$ cat config.mk
export PLATFORM = sky130hd
export DESIGN_NAME = gf256_arithmetic_unit_core
export DESIGN_NICKNAME = d
export VERILOG_FILES = /design/src/hdl/gf256_pkg.sv /design/src/hdl/gf256_arithmetic_unit_core.sv /design/src/hdl/gf256_inv_pipe.sv
export VERILOG_INCLUDE_DIRS = /design/src /design/src/hdl
export SDC_FILE = /design/constraint.sdc
export NUM_CORES = 1
export LEC_CHECK = 0
export BUFFER_PORTS_ARGS = -buffer_cell sky130_fd_sc_hd__buf_4
export CORE_ASPECT_RATIO = 0.9
export CORE_MARGIN = 2
export CORE_UTILIZATION = 61
export DETAILED_ROUTE_END_ITERATION = 10
export HOLD_SLACK_MARGIN = 0.12
export PLACE_DENSITY = 0.76
export RECOVER_POWER = 25
export SLEW_MARGIN = 20
export SYNTH_ARGS = -nofsm -noshare
export SYNTH_HDL_FRONTEND = slang
export SYNTH_HIERARCHICAL = 1
export SYNTH_SLANG_ARGS = --single-unit
export TNS_END_PERCENT = 50
$ cat constraint.sdc
create_clock -name aclk -period 11 [get_ports aclk]
set_clock_uncertainty 0.2 [all_clocks]
set_input_delay 2.2 -clock aclk [delete_from_list [all_inputs] [get_ports aclk]]
set_output_delay 2.2 -clock aclk [all_outputs]
set_load 0.1 [all_outputs]
$ cat src/hdl/gf256_arithmetic_unit_core_macros.svh
// assertion macros for the gf256 arithmetic unit
`ifndef GF256_ARITHMETIC_UNIT_CORE_MACROS_SVH
`define GF256_ARITHMETIC_UNIT_CORE_MACROS_SVH

`ifndef ASSERT_OFF

`define GF_ASSERT(label, clk, rst_n, prop) \
    label: assert property (@(posedge clk) disable iff (!rst_n) prop) \
        else $error("gf256 assertion failed");

`define GF_ASSERT_ALWAYS(label, clk, prop) \
    label: assert property (@(posedge clk) prop) \
        else $error("gf256 assertion failed");

`else

`define GF_ASSERT(label, clk, rst_n, prop)

`define GF_ASSERT_ALWAYS(label, clk, prop)

`endif

`endif

$ cat src/hdl/gf256_pkg.sv
// types, constants and field functions for the gf256 arithmetic unit
`timescale 1ns / 1ps

package gf256_pkg;

    localparam logic [7:0] GF_REDUCE_LOW = 8'h1B;
    localparam logic [8:0] GF_POLY       = 9'h11B;

    typedef enum logic [1:0] {
        OP_ADD = 2'd0,
        OP_SUB = 2'd1,
        OP_MUL = 2'd2,
        OP_DIV = 2'd3
    } op_t;

    typedef struct packed {
        logic       valid;
        op_t        op;
        logic [7:0] a;
        logic [7:0] b;
    } item_t;

    typedef struct packed {
        item_t      item;
        logic [7:0] inv;
    } inv_item_t;

    // carry-less product reduced by the field polynomial
    function automatic logic [7:0] gf_mul(input logic [7:0] x, input logic [7:0] y);
        logic [7:0] acc;
        logic [7:0] sh;
        acc = '0;
        sh  = x;
        for (int k = 0; k < 8; k++) begin
            if (y[k]) begin
                acc = acc ^ sh;
            end
            sh = {sh[6:0], 1'b0} ^ (sh[7] ? GF_REDUCE_LOW : 8'h00);
        end
        return acc;
    endfunction

    // squaring is linear: spread bits to even places, then reduce
    function automatic logic [7:0] gf_sq(input logic [7:0] x);
        logic [14:0] p;
        p = '0;
        for (int i = 0; i < 8; i++) begin
            p[2*i] = x[i];
        end
        for (int k = 14; k >= 8; k--) begin
            if (p[k]) begin
                p[k-8 +: 9] = p[k-8 +: 9] ^ GF_POLY;
            end
        end
        return p[7:0];
    endfunction

endpackage

$ cat src/hdl/gf256_arithmetic_unit_core.sv
// top level of the gf256 arithmetic unit: inverse pipeline and result stage
//
// channel   direction  tdata                  tuser
// s_        in         a[7:0], b[15:8]        op[1:0]
// m_        out        product[7:0]           div_by_zero[0]
//
// one item per cycle sustained while m_ does not stall
// depth set by the inverse chain: one field multiply in series per stage
// aresetn clears all stage valid bits, no clearing pass
// a stall at m_ holds every stage; s_tready follows the output register
`timescale 1ns / 1ps
`include "gf256_arithmetic_unit_core_macros.svh"

module gf256_arithmetic_unit_core (
    input  logic        aclk,
    input  logic        aresetn,
    input  logic        s_tvalid,
    output logic        s_tready,
    input  logic [15:0] s_tdata,   // operand_a, operand_b
    input  logic [1:0]  s_tuser,   // op
    output logic        m_tvalid,
    input  logic        m_tready,
    output logic [7:0]  m_tdata,   // product
    output logic [0:0]  m_tuser    // div_by_zero
);

    logic                  en;
    gf256_pkg::item_t      in_item;
    gf256_pkg::inv_item_t  inv_item;
    logic                  out_valid_reg;
    logic [7:0]            product_reg, product_next;
    logic                  dz_reg, dz_next;
    gf256_pkg::op_t        op_reg;

    assign en = !out_valid_reg || m_tready;

    assign in_item.valid = s_tvalid;
    assign in_item.op    = gf256_pkg::op_t'(s_tuser);
    assign in_item.a     = s_tdata[7:0];
    assign in_item.b     = s_tdata[15:8];

    gf256_inv_pipe u_inv_pipe (
        .aclk     (aclk),
        .aresetn  (aresetn),
        .en       (en),
        .in_item  (in_item),
        .out_item (inv_item)
    );

    // stage 4: operation select
    always_comb begin
        product_next = '0;
        dz_next      = 1'b0;
        case (inv_item.item.op)
            gf256_pkg::OP_ADD,
            gf256_pkg::OP_SUB: begin
                product_next = inv_item.item.a ^ inv_item.item.b;
            end
            gf256_pkg::OP_MUL: begin
                product_next = gf256_pkg::gf_mul(inv_item.item.a, inv_item.item.b);
            end
            gf256_pkg::OP_DIV: begin
                if (inv_item.item.b == 8'h00) begin
                    dz_next = 1'b1;
                end else begin
                    product_next = gf256_pkg::gf_mul(inv_item.item.a, inv_item.inv);
                end
            end
            default: begin
                product_next = '0;
            end
        endcase
    end

    always_ff @(posedge aclk) begin
        if (!aresetn) begin
            out_valid_reg <= 1'b0;
        end else if (en) begin
            out_valid_reg <= inv_item.item.valid;
        end
    end

    always_ff @(posedge aclk) begin
        if (en) begin
            product_reg <= product_next;
            dz_reg      <= dz_next;
            op_reg      <= inv_item.item.op;
        end
    end

    assign s_tready   = en;
    assign m_tvalid   = out_valid_reg;
    assign m_tdata    = product_reg;
    assign m_tuser[0] = dz_reg;

    `GF_ASSERT(a_dz_zero_product, aclk, aresetn, (m_tvalid && m_tuser[0]) |-> (m_tdata == 8'h00))
    `GF_ASSERT(a_dz_only_div, aclk, aresetn, (m_tvalid && op_reg != gf256_pkg::OP_DIV) |-> !m_tuser[0])
    `GF_ASSERT(a_stall_from_out, aclk, aresetn, !s_tready |-> (m_tvalid && !m_tready))
    `GF_ASSERT_ALWAYS(a_reset_empty, aclk, $past(!aresetn) |-> !m_tvalid)

endmodule

$ cat src/hdl/gf256_inv_pipe.sv
// three-stage inverse pipeline, b^254 by an addition chain
`timescale 1ns / 1ps

module gf256_inv_pipe (
    input  logic                  aclk,
    input  logic                  aresetn,
    input  logic                  en,
    input  gf256_pkg::item_t      in_item,
    output gf256_pkg::inv_item_t  out_item
);

    gf256_pkg::item_t item1_reg, item2_reg, item3_reg;
    logic [7:0] x2_reg, x3_reg, x14_reg, x15_reg, inv_reg;
    logic [7:0] x2_next, x3_next, x14_next, x15_next, inv_next;
    logic [7:0] x12, x240;

    // stage 1: b^2, b^3
    always_comb begin
        x2_next = gf256_pkg::gf_sq(in_item.b);
        x3_next = gf256_pkg::gf_mul(x2_next, in_item.b);
    end

    // stage 2: b^12, then b^14 and b^15
    always_comb begin
        x12      = gf256_pkg::gf_sq(gf256_pkg::gf_sq(x3_reg));
        x14_next = gf256_pkg::gf_mul(x12, x2_reg);
        x15_next = gf256_pkg::gf_mul(x12, x3_reg);
    end

    // stage 3: b^240 * b^14
    always_comb begin
        x240     = gf256_pkg::gf_sq(gf256_pkg::gf_sq(
                   gf256_pkg::gf_sq(gf256_pkg::gf_sq(x15_reg))));
        inv_next = gf256_pkg::gf_mul(x240, x14_reg);
    end

    always_ff @(posedge aclk) begin
        if (!aresetn) begin
            item1_reg.valid <= 1'b0;
            item2_reg.valid <= 1'b0;
            item3_reg.valid <= 1'b0;
        end else if (en) begin
            item1_reg.valid <= in_item.valid;
            item2_reg.valid <= item1_reg.valid;
            item3_reg.valid <= item2_reg.valid;
        end
        if (en) begin
            item1_reg.op <= in_item.op;
            item1_reg.a  <= in_item.a;
            item1_reg.b  <= in_item.b;
            item2_reg.op <= item1_reg.op;
            item2_reg.a  <= item1_reg.a;
            item2_reg.b  <= item1_reg.b;
            item3_reg.op <= item2_reg.op;
            item3_reg.a  <= item2_reg.a;
            item3_reg.b  <= item2_reg.b;
            x2_reg       <= x2_next;
            x3_reg       <= x3_next;
            x14_reg      <= x14_next;
            x15_reg      <= x15_next;
            inv_reg      <= inv_next;
        end
    end

    assign out_item.item = item3_reg;
    assign out_item.inv  = inv_reg;

endmodule

# [Yosys cells after proc, flatten, opt, wreduce, memory -nomap -nowiden]
# Cells that the tools add are included.
[op_classes] n_addsub=0 multipliers=0 div=0 order_cmp=0 n_eq_ne=3 shifts=0 muxes=149 n_bitwise=120 reduce_logical=5
[op_table] cell="two-way mux 8 bit" n=70
[op_table] cell="bitwise XOR 8 bit" n=61
[op_table] cell="two-way mux 5 bit" n=77
[op_table] cell="NOT 4 bit" n=49
[op_table] cell="bitwise XOR 8 x 5 -> 8 bit" n=10
[op_table] cell="one-hot mux 8 bit (3 select lines)" n=1
[op_table] cell="logical NOT 8 bit" n=1
[op_table] cell="== test 2 bit, second input constant" n=2
[op_table] cell="== test 2 x 1 -> 1 bit, second input constant" n=1
[op_table] cell="logical NOT 2 bit" n=1
[op_table] cell="OR reduction 2 bit" n=1
[op_table] cell="logical NOT 1 bit" n=1
[op_table] cell="logical OR 1 bit" n=1
[op_table] cell="two-way mux 1 bit" n=1
[totals] regBits=107 latchBits=0 ram_bits=0 mem_bits_ro=0 inputBits=22 output_inout_bits=11 wordCells=297 mem_count=0

# [Logic depth before layout (Yosys ltp)]
[logic_depth] depth_word=71 ltp_mapped=13

# [Hierarchy]
# Netlist, hierarchy kept.
[modules_own_cells] mod="gf256_inv_pipe" n_inst=1 cells_per_inst=1032 area_each_um2=8799.7 seq_area_each_um2=2882.8
[modules_own_cells] mod="gf256_arithmetic_unit_core" n_inst=1 cells_per_inst=375 area_each_um2=2939.1 seq_area_each_um2=290.3

# [Least setup slack after synthesis]
# Ideal clock, no wire load.
[synth_path] kind="input-to-output" startpoint="input port m_tready" endpoint="output port s_tready" t_arrival_ps=5507 t_required_ps=8600 path_slack_ps=3093 path_stages=1 cell_sequence="nand2b_1"
[synth_between] elab_chain_len=1
[synth_lines] element="start: declaration" line_no="gf256_arithmetic_unit_core.sv:22" text="input logic m_tready,"
[synth_lines] element="logical OR 1 bit" line_no="gf256_arithmetic_unit_core.sv:35" text="assign en = !out_valid_reg || m_tready;"
[synth_lines] element="end: declaration" line_no="gf256_arithmetic_unit_core.sv:18" text="output logic s_tready,"
# Every way passes these cells.

# [Final worst setup path]
[layout_path] startpoint="input port s_tdata[12]" endpoint="register u_inv_pipe.x3_reg[7] (data pin)"
[layout_between] elab_chain_len=19 word_cells_on_any_way=24 classes_between="mux: 10; bitwise: 14"
[layout_lines] element="start: declaration" line_no="gf256_arithmetic_unit_core.sv:19" text="input logic [15:0] s_tdata,"
[layout_lines] element="two-way mux 5 bit" line_no="gf256_pkg.sv:51" text="if (p[k]) begin"
[layout_lines] element="NOT 4 bit (no line)"
[layout_lines] element="two-way mux 5 bit" line_no="gf256_pkg.sv:51"
[layout_lines] element="NOT 4 bit (no line)"
[layout_lines] element="two-way mux 5 bit (2 in a row)" line_no="gf256_pkg.sv:51"
[layout_lines] element="bitwise XOR 8 x 5 -> 8 bit" line_no="gf256_pkg.sv:38" text="sh = {sh[6:0], 1'b0} ^ (sh[7] ? GF_REDUCE_LOW : 8'h00);"
[layout_lines] element="bitwise XOR 8 bit (2 in a row)" line_no="gf256_pkg.sv:38"
[layout_lines] element="bitwise XOR 8 bit" line_no="gf256_pkg.sv:36" text="acc = acc ^ sh;"
[layout_lines] element="[... 2 more ...]"
[layout_lines] element="two-way mux 8 bit" line_no="gf256_pkg.sv:35" text="if (y[k]) begin"
[layout_lines] element="bitwise XOR 8 bit" line_no="gf256_pkg.sv:36"
[layout_lines] element="two-way mux 8 bit" line_no="gf256_pkg.sv:35"
[layout_lines] element="bitwise XOR 8 bit" line_no="gf256_pkg.sv:36"
[layout_lines] element="two-way mux 8 bit" line_no="gf256_pkg.sv:35"
[layout_lines] element="bitwise XOR 8 bit" line_no="gf256_pkg.sv:36"
[layout_lines] element="two-way mux 8 bit *" line_no="gf256_pkg.sv:35"
[layout_lines] element="net u_inv_pipe.x3_next[7]" line_no="gf256_inv_pipe.sv:14" text="logic [7:0] x2_next, x3_next, x14_next, x15_next, inv_next;"
[layout_lines] element="end signal: assignment" line_no="gf256_inv_pipe.sv:58" text="x3_reg <= x3_next;"
[layout_lines] element="end: declaration" line_no="gf256_inv_pipe.sv:13" text="logic [7:0] x2_reg, x3_reg, x14_reg, x15_reg, inv_reg;"
# Mark *: on every way through the listed nets, which the timed path passes. The rest lies on a longest branch.
# A chain may end at the register's enable or synchronous reset.

==> impl_metrics.toml <==
[status]
status = "complete, but fails checks"
failed_checks = "capacitance limit, slew limit"

[logic_synthesis]
syn_inst = 1407
synthMostInstantiatedCell = "xnor2_1"
synthesis.nets = 1431
postSynth.topFlopCell = "edfxtp_1"
yosys-top-cells-area = "edfxtp_1, xnor2_1, nand2_1, xor2_1, a21oi_1"
syn_area_per_cell_um2 = 8.34
synth_seq_area_share = 0.270
synthDistinctLibCells = 70
synth_top_area_cell = "edfxtp_1"
synth_edf_count = 103
ys_warn_count = 6
synth_top_area_frac = 0.263
ys_top_cells_by_count = "xnor2_1, nand2_1, edfxtp_1"
syn_area_um2 = 11700
async_flop_share = 0
synth_seq_cells = 107

[die]
core_um2 = 19000
die_x_um = 150
dieArea_um2 = 20400
initial_core_util = 0.617
die_y_um = 136
core.rowCount = 48
ios = 33

[routing]
drc_errors = 0
vias = 9406
dr.pass1.iters = 5
dr.first_iter.drc_count = 994
via_per_inst = 5.92
wl_per_cell_um = 16.7
finalWirelength_mm = 26.6
detail-route-antenna-nets = 0

[global_routing]
antenna_found_initial = 0
use_met3 = 0.0330
busiest_layer = "met2"
grt_overflow = 0
grt_pass1_wl_mm = 43.6
grt_util_met2 = 0.439
grt_max_degree = 72
grt_use_met1 = 0.373
grt_pass1_vias = 8511
globalRouteTotalUtil = 0.265

[final_layout]
drive_gt1_frac = 0.0575
fin_area_um2 = 12100
area_delta_synth_final_pct = 2.92
final_cells = 1588
final_nets = 1357
n_antenna_cell = 0
fin_util = 0.635

[critical_path]
path_cells = "clkbuf_1, xnor2_1, ha_1, xnor2_1, xnor2_1, a21oi_1, xnor2_1, a22oi_1, xor2_1, xnor2_1"
crit_top_cell = "xnor2_1"
crit_type = "in -> reg"
required_ns = 10.90
crit_slowest_cell = "clkbuf_1"
path_max_fanout = 41
r2r_slack_ns = 7.79
start_kind = "input pin"
arrival_ns = 5.68
end_kind = "register"
cp_slowest_stage_delay_ns = 1.29

[timing]
period_share = 0.526
setup_viol = 0
hold_viol = 0
report.final.slew_viol_count = 122
rsz0062_at_grt = "no"
max_freq_mhz = 173
worst_pin_slew_ns = 1.83
maxSlewHeadroom = -0.220
fin_crit_ns = 5.79
finalSetupTns_ns = 0

[placement]
hpwl_mm = 17.7
dp_cells = 1572
io_buffer_count = 32
place_congestion = 0.893
dpl_cell_area_um2 = 11800

[clock_tree]
clk_latency_ns = 0.35
cts_tree = "done"
clk_pin_slew_ns = 0.07
cts_hold_buf = 0
cts_setup_buffers = 0
cts_root_buf = "clkbuf_16"
cts_sinks = 107
cts_buffer_depth = 2
cts.repair.resized = 0
h-tree-depth = 3
numCtsBuffers = 9

[flow_run]
cap_violations = 4

[min_path]
hold_class = "reg -> reg"
worst paths after layout:
kind | from | to | depth (start not counted)
worst min-delay path | u_inv_pipe/item2_reg[6] | u_inv_pipe/out_item[14] | 0
worst max register to register | u_inv_pipe/x3_reg[6] | u_inv_pipe/x14_reg[3] | 8
worst min register to register | u_inv_pipe/item2_reg[6] | u_inv_pipe/out_item[14] | 0
worst max-delay path | s_tdata[12] | u_inv_pipe/x3_reg[7] | 10
per-layer routing:
| metal | vias up | routed length (um) | share of wire |
|---|---|---|---|
| met1 | 4436 | 11900 | 0.45 |
| met5 | - | 0 | 0 |
| met4 | 0 | 272 | 0.010 |
| met2 | 345 | 12600 | 0.47 |
| li1 | 4599 | - | - |
| met3 | 26 | 1760 | 0.066 |
cells by family (layout without fill, tap and decap cells):
family                     count (synthesis)  in the layout  synth area share
and+or+nand+nor                          425            425             0.151
xor gates and xnor gates                 401            401             0.334
AOI/OAI and AO/OA                        276            276             0.149
buffers and inverters                    158             89            0.0609
DFF                                      107            107             0.270
muxes                                     38             38            0.0327
adders and majority gates                  2              2           0.00213
worst max-delay path: cells and delay by family:
kind	cells	cell delay [ns]
AO/OA/AOI/OAI	2	0.35
adder cells (fa/ha/maj)	1	0.56
buffers and inverters	1	1.29
XOR/XNOR	6	1.28
area by class of cell:
| type | instances | area [um2] |
|---|---|---|
| multi-input cells | 1142 | 7860 |
| inverters | 27 | 101 |
| fillers | 1603 | 6960 |
| clock inverters | 5 | 77.6 |
| repair buffers | 46 | 315 |
| flip-flops and latches | 107 | 3170 |
| well taps | 250 | 313 |
| clock buffers | 11 | 243 |
cells in the final DEF, fill, tap and decap left out, types with 20 or more instances in the layout:
cell type  Yosys  layout
o22ai_1       23      23
a22oi_1       20      20
buf_4         12      28
nand3_1       24      24
xnor2_1      282     282
a21oi_1       87      87
nor2_1        67      67
edfxtp_1     103     103
mux2i_1       35      35
o21ai_0       57      57
xor2_1        88      88
inv_1         24      24
nand2_1      276     276
through the flow:
stage | setup WS, ns | hold slack (ns)
6_report | 5.21 | 0.214
5_1_grt | 4.94 | 0.223
4_1_cts | 5.44 | 0.216
3_5_place_dp | 5.44 | 0.205
3_3_place_gp | 5.47 | 0.201
2_1_floorplan | 3.09 | 0.200
Power is left out: the tool's default activity adds up to more than one toggle a clock period on the data nets, which glitch-free logic cannot reach.
